[config.mk]
export PLATFORM = sky130hd
export DESIGN_NAME = selective_repeat_receiver
export DESIGN_NICKNAME = d
export VERILOG_FILES = /design/src/sv/srr_pkg.sv /design/src/sv/selective_repeat_receiver.sv /design/src/sv/srr_front.sv /design/src/sv/srr_back.sv
export VERILOG_INCLUDE_DIRS = /design/src /design/src/sv
export SDC_FILE = /design/constraint.sdc
export NUM_CORES = 1
export LEC_CHECK = 0
export ABC_CLOCK_PERIOD_IN_PS = 6600
export BUFFER_PORTS_ARGS = -buffer_cell sky130_fd_sc_hd__buf_2
export CAP_MARGIN = 20
export CORE_MARGIN = 1.5
export CORE_UTILIZATION = 50
export DETAILED_ROUTE_END_ITERATION = 12
export GPL_ROUTABILITY_DRIVEN = 0
export PLACE_DENSITY = 0.7
export RECOVER_POWER = 100
export SLEW_MARGIN = 0
export SYNTH_ARGS = -nofsm -noshare
export SYNTH_HDL_FRONTEND = slang
export SYNTH_SLANG_ARGS = --single-unit
[constraint.sdc]
create_clock -name clock -period 6.6 [get_ports clock]
set_input_delay 0.99 -clock clock [delete_from_list [all_inputs] [get_ports clock]]
set_output_delay 0.99 -clock clock [all_outputs]
set_load 0.1 [all_outputs]
[src/sv/selective_repeat_receiver_macros.svh]
// Assertion helpers shared by the receiver's modules.
`ifndef SELECTIVE_REPEAT_RECEIVER_MACROS_SVH
`define SELECTIVE_REPEAT_RECEIVER_MACROS_SVH

// Consequent checked in the same cycle as the antecedent.
`define SRR_ASSERT_SAME(lbl, clk, rst, ante, cons, msg) \
   lbl: assert property (@(posedge clk) disable iff (rst) (ante) |-> (cons)) \
      else $error(msg);

// Consequent checked in the cycle after the antecedent.
`define SRR_ASSERT_NEXT(lbl, clk, rst, ante, cons, msg) \
   lbl: assert property (@(posedge clk) disable iff (rst) (ante) |=> (cons)) \
      else $error(msg);

`endif

[src/sv/srr_pkg.sv]
package srr_pkg;

   localparam int WINDOW       = 4;
   localparam int BUFFER_SLOTS = 8;   // power of two: slot index is the low seq bits
   localparam int SEQ_BITS     = 16;
   localparam int PAYLOAD_BITS = 64;

   localparam int SLOT_BITS   = $clog2(BUFFER_SLOTS);
   localparam int CNT_BITS    = $clog2(WINDOW + 1);
   localparam int QUEUE_DEPTH = 2;
   localparam int QPTR_BITS   = $clog2(QUEUE_DEPTH);
   localparam int QCNT_BITS   = $clog2(QUEUE_DEPTH + 1);

   localparam logic KIND_ACK     = 1'b0;
   localparam logic KIND_DELIVER = 1'b1;

   typedef logic [SEQ_BITS-1:0]     seq_type;
   typedef logic [PAYLOAD_BITS-1:0] pay_type;

   typedef struct packed {
      seq_type seq;
      pay_type payload;
   } pkt_type;

endpackage

[src/sv/selective_repeat_receiver.sv]
// Selective-repeat ARQ receiver. Packets with a failed checksum are taken and
// dropped in the front filter; the rest wait in a two-item queue for the window
// engine. A packet inside the window is stored in its slot (seq mod 8) and
// acked; one at the window base is acked and then the run of consecutive
// stored packets is delivered in order, at most WINDOW of them, while the base
// advances. A packet up to WINDOW numbers below the base is re-acked, anything
// else is dropped. Results leave through an output register, last marking the
// final result of a packet. Steps in the window engine: the idle state
// classifies a packet, the ack state sends each ack, the deliver state each
// delivered slot and a fetch state precedes each delivery after the first
// (the slot store has one registered read port; the first slot is read during
// the ack). A dropped packet never leaves idle; an acked one with no delivery
// returns after the ack. Ack and deliver wait while the output register waits
// on rsp_ready. Slot flags reset at once; no clearing pass is needed.
module selective_repeat_receiver import srr_pkg::*; (
   input  logic        clock,
   input  logic        reset,
   input  logic        req_valid,
   output logic        req_ready,
   input  logic        req_checksum_ok,
   input  logic [15:0] req_seq_num,
   input  logic [63:0] req_payload,
   output logic        rsp_valid,
   input  logic        rsp_ready,
   output logic        rsp_result_kind,
   output logic [15:0] rsp_ack_num,
   output logic [63:0] rsp_data_out,
   output logic        rsp_last
);

   logic    pkt_valid;
   logic    pkt_ready;
   pkt_type pkt;

   srr_front u_front (
      .clock           (clock),
      .reset           (reset),
      .req_valid       (req_valid),
      .req_ready       (req_ready),
      .req_checksum_ok (req_checksum_ok),
      .req_seq_num     (req_seq_num),
      .req_payload     (req_payload),
      .pkt_valid       (pkt_valid),
      .pkt_ready       (pkt_ready),
      .pkt             (pkt)
   );

   srr_back u_back (
      .clock           (clock),
      .reset           (reset),
      .pkt_valid       (pkt_valid),
      .pkt_ready       (pkt_ready),
      .pkt             (pkt),
      .rsp_valid       (rsp_valid),
      .rsp_ready       (rsp_ready),
      .rsp_result_kind (rsp_result_kind),
      .rsp_ack_num     (rsp_ack_num),
      .rsp_data_out    (rsp_data_out),
      .rsp_last        (rsp_last)
   );

endmodule

[src/sv/srr_front.sv]
`include "selective_repeat_receiver_macros.svh"

module srr_front import srr_pkg::*; (
   input  logic        clock,
   input  logic        reset,
   input  logic        req_valid,
   output logic        req_ready,
   input  logic        req_checksum_ok,
   input  logic [15:0] req_seq_num,
   input  logic [63:0] req_payload,
   output logic        pkt_valid,
   input  logic        pkt_ready,
   output pkt_type     pkt
);

   pkt_type                q_ff [QUEUE_DEPTH];
   logic [QPTR_BITS-1:0]   wr_ptr_ff, wr_ptr_in;
   logic [QPTR_BITS-1:0]   rd_ptr_ff, rd_ptr_in;
   logic [QCNT_BITS-1:0]   cnt_ff, cnt_in;
   logic                   push, pop;
   pkt_type                entry;

   assign req_ready = (cnt_ff != QCNT_BITS'(QUEUE_DEPTH));
   assign pkt_valid = (cnt_ff != '0);
   assign pkt       = q_ff[rd_ptr_ff];

   // corrupt items are taken and dropped here
   assign push = req_valid && req_ready && req_checksum_ok;
   assign pop  = pkt_valid && pkt_ready;

   assign entry.seq     = SEQ_BITS'(req_seq_num);
   assign entry.payload = PAYLOAD_BITS'(req_payload);

   always_comb begin
      wr_ptr_in = wr_ptr_ff;
      rd_ptr_in = rd_ptr_ff;
      cnt_in    = cnt_ff;
      if (push) begin
         wr_ptr_in = wr_ptr_ff + 1'b1;
      end
      if (pop) begin
         rd_ptr_in = rd_ptr_ff + 1'b1;
      end
      case ({push, pop})
         2'b10:   cnt_in = cnt_ff + 1'b1;
         2'b01:   cnt_in = cnt_ff - 1'b1;
         default: cnt_in = cnt_ff;
      endcase
   end

   always_ff @(posedge clock) begin
      if (reset) begin
         wr_ptr_ff <= '0;
         rd_ptr_ff <= '0;
         cnt_ff    <= '0;
      end else begin
         wr_ptr_ff <= wr_ptr_in;
         rd_ptr_ff <= rd_ptr_in;
         cnt_ff    <= cnt_in;
      end
   end

   always_ff @(posedge clock) begin
      if (push) begin
         q_ff[wr_ptr_ff] <= entry;
      end
   end

   `SRR_ASSERT_SAME(a_cnt_bound, clock, reset, 1'b1, cnt_ff <= QCNT_BITS'(QUEUE_DEPTH), "queue count over depth")
   `SRR_ASSERT_NEXT(a_push_grows, clock, reset, push && !pop, cnt_ff == $past(cnt_ff) + 1'b1, "push lost")
   `SRR_ASSERT_NEXT(a_bad_dropped, clock, reset, req_valid && req_ready && !req_checksum_ok && !pop, cnt_ff == $past(cnt_ff), "corrupt item queued")

endmodule

[src/sv/srr_back.sv]
`include "selective_repeat_receiver_macros.svh"

module srr_back import srr_pkg::*; (
   input  logic        clock,
   input  logic        reset,
   input  logic        pkt_valid,
   output logic        pkt_ready,
   input  pkt_type     pkt,
   output logic        rsp_valid,
   input  logic        rsp_ready,
   output logic        rsp_result_kind,
   output logic [15:0] rsp_ack_num,
   output logic [63:0] rsp_data_out,
   output logic        rsp_last
);

   typedef enum logic [3:0] {
      ST_IDLE  = 4'b0001,
      ST_ACK   = 4'b0010,
      ST_FETCH = 4'b0100,
      ST_DLV   = 4'b1000
   } state_type;

   localparam logic [SEQ_BITS:0] WIN_EXT = (SEQ_BITS + 1)'(WINDOW);
   localparam seq_type           WIN_SEQ = SEQ_BITS'(WINDOW);

   state_type             state_ff, state_in;
   seq_type               base_ff, base_in;
   logic [BUFFER_SLOTS-1:0] full_ff, full_in, full_clr;
   logic [CNT_BITS-1:0]   cnt_ff, cnt_in;
   logic                  drain_ff, drain_in;
   seq_type               cur_seq_ff, cur_seq_in;
   pay_type               mem [BUFFER_SLOTS];
   pay_type               rd_data_ff;

   logic                  rsp_valid_ff, rsp_valid_in;
   logic                  rsp_kind_ff, rsp_kind_in;
   logic [15:0]           rsp_num_ff, rsp_num_in;
   logic [63:0]           rsp_data_ff, rsp_data_in;
   logic                  rsp_last_ff, rsp_last_in;

   seq_type               ahead, behind, next_seq, far_seq;
   logic                  is_base, in_win, is_old;
   logic [SLOT_BITS-1:0]  base_slot, wr_slot;
   logic                  pop, wr_en, out_free, ack_fire, dlv_fire, more;

   assign ahead   = pkt.seq - base_ff;
   assign behind  = base_ff - pkt.seq;
   assign is_base = (ahead == '0);
   assign in_win  = ({1'b0, ahead} < WIN_EXT);
   assign is_old  = (behind != '0) && ({1'b0, behind} <= WIN_EXT);

   assign pkt_ready = (state_ff == ST_IDLE);
   assign pop       = pkt_valid && pkt_ready;
   assign wr_en     = pop && in_win;
   assign wr_slot   = pkt.seq[SLOT_BITS-1:0];

   assign next_seq  = base_ff + 1'b1;
   assign far_seq   = base_ff + WIN_SEQ;
   assign base_slot = base_ff[SLOT_BITS-1:0];

   // slot leaving at the base and slot entering at the far edge both clear
   always_comb begin
      full_clr = full_ff;
      full_clr[base_slot] = 1'b0;
      full_clr[far_seq[SLOT_BITS-1:0]] = 1'b0;
   end

   assign more = (cnt_ff < CNT_BITS'(WINDOW - 1)) && full_clr[next_seq[SLOT_BITS-1:0]];

   assign out_free = !rsp_valid_ff || rsp_ready;
   assign ack_fire = (state_ff == ST_ACK) && out_free;
   assign dlv_fire = (state_ff == ST_DLV) && out_free;

   always_comb begin
      state_in   = state_ff;
      drain_in   = drain_ff;
      cur_seq_in = cur_seq_ff;
      cnt_in     = cnt_ff;
      base_in    = base_ff;
      full_in    = full_ff;
      unique case (state_ff)
         ST_IDLE: begin
            if (pop) begin
               cur_seq_in = pkt.seq;
               drain_in   = is_base;
               if (in_win || is_old) begin
                  state_in = ST_ACK;
               end
               if (wr_en) begin
                  full_in[wr_slot] = 1'b1;
               end
            end
         end
         ST_ACK: begin
            cnt_in = '0;
            if (out_free) begin
               state_in = drain_ff ? ST_DLV : ST_IDLE;
            end
         end
         ST_FETCH: begin
            state_in = ST_DLV;
         end
         ST_DLV: begin
            if (out_free) begin
               full_in  = full_clr;
               base_in  = next_seq;
               cnt_in   = cnt_ff + 1'b1;
               state_in = more ? ST_FETCH : ST_IDLE;
            end
         end
         default: state_in = ST_IDLE;
      endcase
   end

   always_comb begin
      rsp_valid_in = rsp_valid_ff;
      rsp_kind_in  = rsp_kind_ff;
      rsp_num_in   = rsp_num_ff;
      rsp_data_in  = rsp_data_ff;
      rsp_last_in  = rsp_last_ff;
      if (out_free) begin
         rsp_valid_in = ack_fire || dlv_fire;
      end
      if (ack_fire) begin
         rsp_kind_in = KIND_ACK;
         rsp_num_in  = 16'(cur_seq_ff);
         rsp_data_in = '0;
         rsp_last_in = !drain_ff;
      end else if (dlv_fire) begin
         rsp_kind_in = KIND_DELIVER;
         rsp_num_in  = 16'(base_ff);
         rsp_data_in = 64'(rd_data_ff);
         rsp_last_in = !more;
      end
   end

   always_ff @(posedge clock) begin
      if (reset) begin
         state_ff     <= ST_IDLE;
         base_ff      <= '0;
         full_ff      <= '0;
         cnt_ff       <= '0;
         drain_ff     <= 1'b0;
         rsp_valid_ff <= 1'b0;
      end else begin
         state_ff     <= state_in;
         base_ff      <= base_in;
         full_ff      <= full_in;
         cnt_ff       <= cnt_in;
         drain_ff     <= drain_in;
         rsp_valid_ff <= rsp_valid_in;
      end
   end

   always_ff @(posedge clock) begin
      cur_seq_ff  <= cur_seq_in;
      rsp_kind_ff <= rsp_kind_in;
      rsp_num_ff  <= rsp_num_in;
      rsp_data_ff <= rsp_data_in;
      rsp_last_ff <= rsp_last_in;
   end

   // slot store: one write port, registered read at the window base
   always_ff @(posedge clock) begin
      if (wr_en) begin
         mem[wr_slot] <= pkt.payload;
      end
      rd_data_ff <= mem[base_slot];
   end

   assign rsp_valid       = rsp_valid_ff;
   assign rsp_result_kind = rsp_kind_ff;
   assign rsp_ack_num     = rsp_num_ff;
   assign rsp_data_out    = rsp_data_ff;
   assign rsp_last        = rsp_last_ff;

   `SRR_ASSERT_SAME(a_dlv_full, clock, reset, state_ff == ST_DLV, full_ff[base_slot], "delivering an empty slot")
   `SRR_ASSERT_SAME(a_dlv_count, clock, reset, state_ff == ST_DLV, cnt_ff < CNT_BITS'(WINDOW), "delivery run too long")
   `SRR_ASSERT_NEXT(a_base_step, clock, reset, dlv_fire, base_ff == $past(base_ff) + 1'b1, "base did not advance")

endmodule

Word level (Yosys, flattened, before mapping)

Memory sizes are Yosys's and may differ from the RTL's. A register that Yosys moved wholly into a read port is not among the register bits.
Cells that the tools add are included.

Register bits: 135
Memory bits (writable): 672
Bits of input ports: 85
Output and inout port bits: 84
Word-level logic and storage cells: 113
Memories: 2

Memory list:

| name         | depth | bits a word | read ports | clocked after memory_dff | write ports | RTL line        | text |
|---|---|---|---|---|---|---|---|
| u_back.mem   | 8     | 64          | 1          | 1                        | 1           | srr_back.sv:33  | `pay_type mem [BUFFER_SLOTS];` |
| u_front.q_ff | 2     | 80          | 1          | 1                        | 1           | srr_front.sv:16 | `pkt_type q_ff [QUEUE_DEPTH];` |

$add $sub $neg: 9
Magnitude comparators: 10
Equal/unequal tests: 12
Muxes and demuxes: 32
Bitwise operators: 5
Reduce and logical (&&, ||, !) cells: 29

Operators by type and width:

| operator                                                                          | count |
|---|---|
| 16-bit two-way mux                                                                | 2 |
| 16-bit subtractor                                                                 | 2 |
| 8-bit two-way mux                                                                 | 3 |
| 4-bit two-way mux                                                                 | 5 |
| 16-bit by 1-bit adder with 16-bit output, second input constant                   | 1 |
| 8-bit AND                                                                         | 2 |
| 16-bit by 3-bit less-or-equal comparator with 1-bit output, second input constant | 1 |
| 16-bit logical NOT                                                                | 1 |
| 16-bit by 3-bit < comparator with 1-bit output, second input constant             | 1 |
| 3-bit by 4-bit < comparator with 1-bit output, second input constant              | 4 |
| 8-bit inverter                                                                    | 2 |
| 4-bit one-hot mux with 4 select lines                                             | 1 |
| 8-bit one-hot mux with 2 select lines                                             | 1 |
| 16-bit nonzero test                                                               | 1 |
| 1-bit two-way mux                                                                 | 12 |
| 1-bit logical AND                                                                 | 11 |
| 2-bit nonzero test                                                                | 5 |
| 1-bit demux with 3-bit select                                                     | 3 |
| 3-bit by 1-bit >= comparator with 1-bit output, second input constant             | 3 |
| 2-bit != test, second input constant                                              | 4 |
| 8-bit OR                                                                          | 1 |
| 4-bit AND reduction                                                               | 2 |
| 3-bit two-way mux                                                                 | 2 |
| 3-bit one-hot mux with 2 select lines                                             | 1 |
| other kinds (18)                                                                  | 26 |

Longest topological paths before layout

Gate-level depths: netlist (run 1).

Depth after elaboration: 13
Mapped depth: 15
Gate-level depth less buffers: 12

Cells and area by module

A second synthesis (run 1) with hierarchy kept.

Cell total of the unflattened synthesis: 2106
Area total of the unflattened synthesis: 32571.2 µm²

By module, submodules not included:

| module    | instances | cells each | area each (µm²) | sequential area each (µm²) |
|---|---|---|---|---|
| srr_back  | 1         | 1832       | 26598.0         | 19608.8 |
| srr_front | 1         | 274        | 5973.2          | 4904.7 |

Least setup slack after synthesis (run 1)

OpenSTA, ideal clock, no wires.

Path kind: register -> register
Start: register (tool-made name)
End: memory u_back.mem[4][0] (netlist bit), enable pin
Library setup time: 0.487 ns
Arrival: 6.224 ns
Data required time: 6.113 ns
Setup slack: -0.110 ns
Stages on the path, launching flop included: 15
Path buffers: 4
Clock period less this slack: 6.710 ns
Cells stage by stage: dfxtp_1 buf_2 buf_1 clkbuf_1 mux2i_1 ha_1 buf_2 o211ai_1 a21oi_2 o21a_1 a2111oi_0 o311ai_1 nor3_1 nand2_1 nor2_1

RTL lines:

| element          | RTL line |
|---|---|
| end: declaration | srr_back.sv:33 |

==> results of run 1 <==
cells in the mapped netlist, drive strengths merged (2+ instances only):
| master | count | area (µm²) |
|---|---|---|
| a2111oi | 4 | 66.32 |
| a211oi | 7 | 52.55 |
| a21o | 7 | 52.55 |
| a21oi | 104 | 528.0 |
| a221o | 2 | 20.02 |
| a221oi | 17 | 148.9 |
| a22oi | 216 | 1622 |
| a31oi | 11 | 68.82 |
| and2 | 2 | 12.51 |
| and3 | 2 | 12.51 |
| buf | 26 | 117.6 |
| clkbuf | 83 | 311.6 |
| dfxtp | 167 | 3343 |
| edfxtp | 705 | 21170 |
| ha | 34 | 425.4 |
| inv | 40 | 150.1 |
| mux2 | 87 | 979.7 |
| mux2i | 30 | 300.3 |
| mux4 | 3 | 67.56 |
| nand2 | 184 | 690.7 |
| nand2b | 5 | 31.28 |
| nand3 | 17 | 85.08 |
| nand4 | 57 | 356.6 |
| nor2 | 82 | 310.3 |
| nor2b | 4 | 25.02 |
| nor3 | 21 | 105.1 |
| nor4 | 6 | 37.54 |
| nor4b | 2 | 17.52 |
| o2111ai | 5 | 43.79 |
| o211ai | 4 | 30.03 |
| o21a | 13 | 97.59 |
| o21ai | 43 | 215.2 |
| o21bai | 3 | 22.52 |
| o221ai | 2 | 17.52 |
| o311ai | 2 | 17.52 |
| o31a | 2 | 17.52 |
| o31ai | 4 | 30.03 |
| or2 | 3 | 21.27 |
| or3 | 8 | 55.05 |
| xnor2 | 22 | 192.7 |
| xor2 | 9 | 78.83 |
cells by family after synthesis:
logic type | count (synthesis) | synth area share
AO/OA/AOI/OAI | 456 | 0.09810
XOR/XNOR | 31 | 0.008457
adder cells (fa/ha/maj) | 35 | 0.01387
buffers and inverters | 150 | 0.01816
flip-flops | 872 | 0.7636
multiplexers | 120 | 0.04198
AND/OR/NAND/NOR | 397 | 0.05585
per-stage QoR:
stage	cells	hold slack (ns)	area (µm²)	setup slack (ns)
2_1_floorplan	2061	0.4174	32100	-0.1101
3_3_place_gp	2999	0.4248	34050	1.544
3_5_place_dp	3000	0.4282	34070	1.478
4_1_cts	3162	0.4404	36980	1.418
5_1_grt	3163	0.4565	36670	0.5270
6_report	3163	0.4395	36670	1.002
critical path: stages, from the launching register on:
cell and delay [ns]:
dfxtp_4 0.55, clkbuf_1 1.38, mux2_1 0.44, xor2_1 0.32
xor2_1 0.20, o2111ai_1 0.13, o31ai_1 0.14, nand2_1 0.12
nor3_1 0.39, nand2_1 0.35, nor2_4 0.17, clkbuf_4 0.95
worst max-delay path by stage:
stage	slack (ns)	depth (start not counted)	end	start
floorplan	-0.11	14	u_back.mem[4][0]$_DFFE_PP_	flip-flop
global placement	1.54	13	u_back.mem[6][45]$_DFFE_PP_	flip-flop
detailed placement	1.48	13	u_back.mem[0][49]$_DFFE_PP_	flip-flop
CTS	1.42	13	u_back.mem[6][61]$_DFFE_PP_	flip-flop
global route	0.53	11	u_back.mem[4][34]$_DFFE_PP_	flip-flop
finish	1.00	11	u_back.mem[7][59]$_DFFE_PP_	flip-flop
power breakdown:
part / internal (mW) / switching [mW] / leakage [nW]
Clock: 2.90 / 2.05 / 1.42
Combinational: 0.412 / 1.03 / 2.66
Sequential: 6.42 / 0.0716 / 7.73
Total: 9.73 / 3.15 / 11.8
registers in the layout, indices dropped and copies added (netlist names), 2 cells and up, named ones only:
name	flops
u_back.full_ff	8
u_back.mem	512
u_back.state_ff	4
u_back.cnt_ff	3
u_back.rsp_ack_num	16
u_front.cnt_ff	2
u_back.rd_data_ff	64
u_back.cur_seq_ff	16
u_front.q_ff	160
u_back.base_ff	16
u_back.rsp_data_out	64
metal layers:
metal  up-vias  share of wire
li1       8358              -
met1      9267           0.43
met2       732           0.48
met3       105          0.068
met4         0          0.021
met5         -              0
cell type report:
cell class	instances	area (µm²)	area share
Tap cell	846	1059	0.02887
Timing Repair Buffer	203	929.6	0.02535
Sequential cell	872	24520	0.6686
Clock buffer	114	2402	0.06551
Clock inverter	48	513.0	0.01399
Multi-Input combinational cell	1039	7096	0.1935
Inverter	41	153.9	0.004197
==> flow_summary.json, run 1 <==
{
  "run_status": "complete, but fails checks",
  "violations": "max-capacitance violations, max-slew violations",
  "nets": 2363,
  "cts_made_buffers": 86,
  "timing.rr.end": "u_back.mem[7][59]$_DFFE_PP_",
  "post_cts.repair.setup_buffers": 0,
  "fillerInstances": 4818,
  "tns_setup_ns": 0,
  "ys.warnings.count": 0,
  "timing_hold_violations_final": 0,
  "timing.reg2reg.worst_path_depth": 11,
  "async_set_reset_flop_share_out_of_synthesis": 0,
  "timing.critical_path.from_type": "flip-flop",
  "vdd.ir_drop.worst_mv": 0.2415,
  "global_route_wire_length_before_repair_mm": 110.9,
  "power_density_mw_per_mm2": 351.2,
  "fin_util": 0.5792,
  "antenna_cells_inserted": 0,
  "global_route.usage.met2": 0.3634,
  "pin_count_of_the_biggest_net_entering_global_routing": 74,
  "synthToLayoutAreaGrowth_pct": 14.23,
  "drc": 0,
  "end_kind": "flip-flop",
  "synth-seq-cells": 872,
  "grt_use_total": 0.2201,
  "holdPathStages": 2,
  "timing.final.crit_period_ns": 5.598,
  "globalRoute.busiestLayer": "met2",
  "drtIter0Drc": 1760,
  "crit_path_max_fanout": 64,
  "synth_area_mm2": 0.03210,
  "timing.final.setup_violations": 0,
  "synth.yosys.seq_area_share": 0.7636,
  "height_of_the_die_um": 256.4,
  "max_cap_viols": 10,
  "synth_cell_type_count": 68,
  "ys_dominant_reg_cell": "edfxtp_1",
  "synthesis.area_per_instance_um2": 15.58,
  "final-max-slew-violation-count": 437,
  "clock_tree_from_tritoncts": "built",
  "clk-insertion-delay-late_ns": 0.64,
  "grt_use_met1": 0.3028,
  "grt-ovfl-total": 0,
  "kind_of_critical_path": "flip-flop to flip-flop",
  "floorplan.die_area_mm2": 0.06574,
  "clock_tree.htree_level_count": 3,
  "worst_min_path_start": "u_back.rd_data_ff[25]$_DFF_P_",
  "place.detailed.hpwl_mm": 41.29,
  "detailedRoute.firstPassIterationCount": 5,
  "route.antenna.remaining_nets": 0,
  "top_library_cells_by_usage_in_the_layout_fill_and_taps_aside": "edfxtp_1, a22oi_1, nand2_1, dfxtp_1, clkbuf_1",
  "clock_sinks": 872,
  "synth_edf_count": 705,
  "holdCritPathClass": "flip-flop to flip-flop",
  "grt_antenna_before_repair": 0,
  "core_mm2": 0.06331,
  "vias_in_the_first_global_route": 18861,
  "cts_buffer_depth": 3,
  "via_count": 18462,
  "cts-resized-gates": 0,
  "rrSetupSlack_ns": 1.00,
  "groute.layer.met3.usage": 0.03519,
  "totalPowerFinal_mw": 12.88,
  "num_rows": 92,
  "power.leakage_nw": 11.81,
  "critical_path_arrival_ns": 5.84,
  "worst_ep_required_time_ns": 6.84,
  "actual_slew_at_the_worst_max_slew_pin_ns": 3.590,
  "final_common_cell": "edfxtp_1",
  "syn-num-nets": 2181,
  "rsz0062_at_grt": "no",
  "post_route_cells_drive_above_1_share": 0.1057,
  "fmax_mhz": 178.7,
  "min_period_over_period": 0.8481,
  "io_buffer_count": 168,
  "slew-limit-headroom": -1.393,
  "cts_root_buffer": "clkbuf_16",
  "top_level_ports": 169,
  "initial_utilization": 0.5071,
  "timing.clock.skew_ns": 0.02112,
  "routed_wirelength_mm": 72.45,
  "cts_hold_repair.buffers": 0,
  "die_width_um": 256.4,
  "route.detailed.wl_per_inst_um": 22.91,
  "worst_setup_hold_path_clk_slew_ns": 0.06,
  "vias_per_cell": 5.837,
  "min_delay_worst_endpoint": "u_back.rsp_data_out[25]$_SDFFE_PP0P_",
  "synth_cells": 2061
}
No activity file was read; power rests on OpenSTA's default activity.
==> run 2, diff against run 1 <==
ABC_AREA = 1   (was default)
ABC_CLOCK_PERIOD_IN_PS = 5600   (was 6600)
PLACE_DENSITY = 0.67   (was 0.7)
clock period = 5.6 ns   (was 6.6 ns; I/O delays follow)
==> flow_summary.json, run 2 <==
{
  "registers.top_by_ff_count": "u_back.mem",
  "power.leakage_nw": 13.03,
  "worst_min_path_start": "req_seq_num[8]",
  "pwr-share-seq": 0.462,
  "clock_tree.htree_level_count": 3,
  "largest_reg_flops": 512,
  "async_set_reset_flop_share_out_of_synthesis": 0,
  "tns_setup_ns": 0,
  "vias_in_the_first_global_route": 19894,
  "cts_made_buffers": 87,
  "worstSetupStartpoint": "u_back.state_ff[1]$_SDFFE_PP0P_",
  "vdd.ir_drop.worst_mv": 0.4362,
  "worst_ep_required_time_ns": 6.08,
  "synthesis.area_per_instance_um2": 13.59,
  "power_report.internal_total_mw": 11.65,
  "synth-seq-cells": 872,
  "timing.final.crit_period_ns": 4.849,
  "slew-limit-headroom": -1.142,
  "die_width_um": 258.4,
  "nets": 2716,
  "synth_cell_type_count": 48,
  "power_frac_comb": 0.205,
  "timing.critical_path.from_type": "flip-flop",
  "power.share.switching": 0.3210,
  "end_kind": "flip-flop",
  "grt_antenna_before_repair": 0,
  "power_frac_clock": 0.333,
  "place.detailed.hpwl_mm": 44.86,
  "post_route_cells_drive_above_1_share": 0.08992,
  "detailroute.wirelength.met3_mm": 4.808,
  "synth.top_cell.area_share": 0.6489,
  "power_density_mw_per_mm2": 461.7,
  "wl_met2_mm": 36.32,
  "final_common_cell": "edfxtp_1",
  "synth_area_mm2": 0.03263,
  "synth_top_cell_by_area": "edfxtp_1",
  "post-synth-top-count-cell": "edfxtp_1",
  "ys.warnings.count": 0,
  "max_cap_viols": 9,
  "clk-insertion-delay-late_ns": 0.63,
  "pin_count_of_the_biggest_net_entering_global_routing": 68,
  "holdCritPathClass": "input pin to flip-flop",
  "num_rows": 93,
  "rsz0062_at_grt": "no",
  "wl_met1_mm": 31.80,
  "clock_sinks": 872,
  "initial_utilization": 0.5061,
  "actual_slew_at_the_worst_max_slew_pin_ns": 3.214,
  "r2r_start": "u_back.state_ff[1]$_SDFFE_PP0P_",
  "kind_of_critical_path": "flip-flop to flip-flop",
  "cts_root_buffer": "clkbuf_16",
  "run_status": "complete, but fails checks",
  "ys_dominant_reg_cell": "edfxtp_1",
  "rrSetupSlack_ns": 0.75,
  "synth.yosys.seq_area_share": 0.7513,
  "detailedRoute.firstPassIterationCount": 6,
  "final_hold_slack_ns": 0.3976,
  "core_mm2": 0.06446,
  "synth_edf_count": 705,
  "switchingPower_mw": 5.507,
  "crit_path_max_fanout": 23,
  "min_period_over_period": 0.8659,
  "yosys-top-cells-count": "edfxtp_1, nand2_1, dfxtp_1",
  "drc": 0,
  "clock_tree_from_tritoncts": "built",
  "grt-ovfl-total": 0,
  "timing_hold_violations_final": 0,
  "synth_cells": 2400,
  "most_area_consuming_cells_after_synthesis": "edfxtp_1, dfxtp_1, nand2_1, mux2_2, a21oi_1",
  "drtIter0Drc": 1764,
  "grt_use_total": 0.2247,
  "antenna_cells_inserted": 0,
  "synthToLayoutAreaGrowth_pct": 13.87,
  "timing.clock.skew_ns": 0.02247,
  "syn-num-nets": 2520,
  "post_cts.repair.setup_buffers": 0,
  "io_buffer_count": 168,
  "biggestRegsByFlops": "u_back.mem x512, u_front.q_ff x160",
  "route.detailed.wl_per_inst_um": 21.22,
  "global_route_wire_length_before_repair_mm": 115.0,
  "critical_path_arrival_ns": 5.33,
  "top_level_ports": 169,
  "route.antenna.remaining_nets": 0,
  "timing.final.setup_violations": 0,
  "top_library_cells_by_usage_in_the_layout_fill_and_taps_aside": "edfxtp_1, nand2_1, dfxtp_1, clkbuf_1, inv_1",
  "cts-resized-gates": 0,
  "vias_per_cell": 5.582,
  "routed_wirelength_mm": 74.80,
  "height_of_the_die_um": 258.4,
  "violations": "max-capacitance violations, max-slew violations",
  "via_count": 19671,
  "top_signal_layer_used": "met4",
  "cts_hold_repair.buffers": 0,
  "worst_setup_hold_path_clk_slew_ns": 0.06,
  "final-max-slew-violation-count": 282,
  "cts_buffer_depth": 3,
  "floorplan.die_area_mm2": 0.06679,
  "fmax_mhz": 206.2
}
run 2: per-layer routing:
layer  vias to the layer above  GRT usage
met1                      9744     0.3019
met3                       138    0.03550
met4                         0    0.07927
met5                         -          0
li1                       9111          -
met2                       678     0.3735
run 2: stage by stage:
step                      power [mW]    util  instances  setup WS, ns  instance area (µm²)
after floorplan                10.87       -       2400       -0.5910                32630
after detailed placement       11.69  0.5379       3362         1.265                34680
after global routing           17.77  0.5763       3524        0.4524                37150
final                          17.15  0.5763       3524        0.7511                37150
after global placement         11.63  0.5373       3360         1.289                34640
after CTS                      17.36  0.5821       3524         1.241                37520
run 2: worst paths after layout:
check                           cells past startpoint                                   end
worst max-delay path                               10       u_back.base_ff[14]$_SDFFE_PP0P_
worst min-delay path                                1         u_front.q_ff[0][72]$_DFFE_PP_
worst max register to register                     10       u_back.base_ff[14]$_SDFFE_PP0P_
worst min register to register                      2  u_back.rsp_data_out[14]$_SDFFE_PP0P_
run 2: kinds of logic after synthesis:
logic type,share of synthesized area
flip-flops,0.7513
AND/OR/NAND/NOR,0.1047
AO/OA/AOI/OAI,0.07578
buffers and inverters,0.03033
multiplexers,0.02209
adder cells (fa/ha/maj),0.01365
XOR/XNOR,0.002148
run 2: power groups by stage:
stage / clock network [mW] / logic (mW) / registers (mW)
after global routing: 6.04 / 3.76 / 7.97
after detailed placement: 0 / 3.65 / 8.04
after CTS: 5.80 / 3.66 / 7.91
after global placement: 0 / 3.60 / 8.03
final: 5.71 / 3.52 / 7.92
after floorplan: 0 / 1.32 / 9.55
run 2: final cells by class:
cell class | instances | area, µm²
Clock buffer | 130 | 2585
Clock inverter | 32 | 262.8
Fill cell | 5162 | 27310
Inverter | 160 | 605.6
Multi-Input combinational cell | 1273 | 7126
Sequential cell | 872 | 24520
Tap cell | 855 | 1070
Timing Repair Buffer | 202 | 984.7
run 2: critical path, cell delays in order (launching register included):
cell,delay [ns]
dfxtp_1,0.31
inv_1,0.12
nand2_1,0.09
nor3_1,1.10
nand2_1,1.18
nor4_1,0.80
nand3_1,0.26
nor2_1,0.45
nand4_1,0.17
xor2_1,0.17
nor2_1,0.05
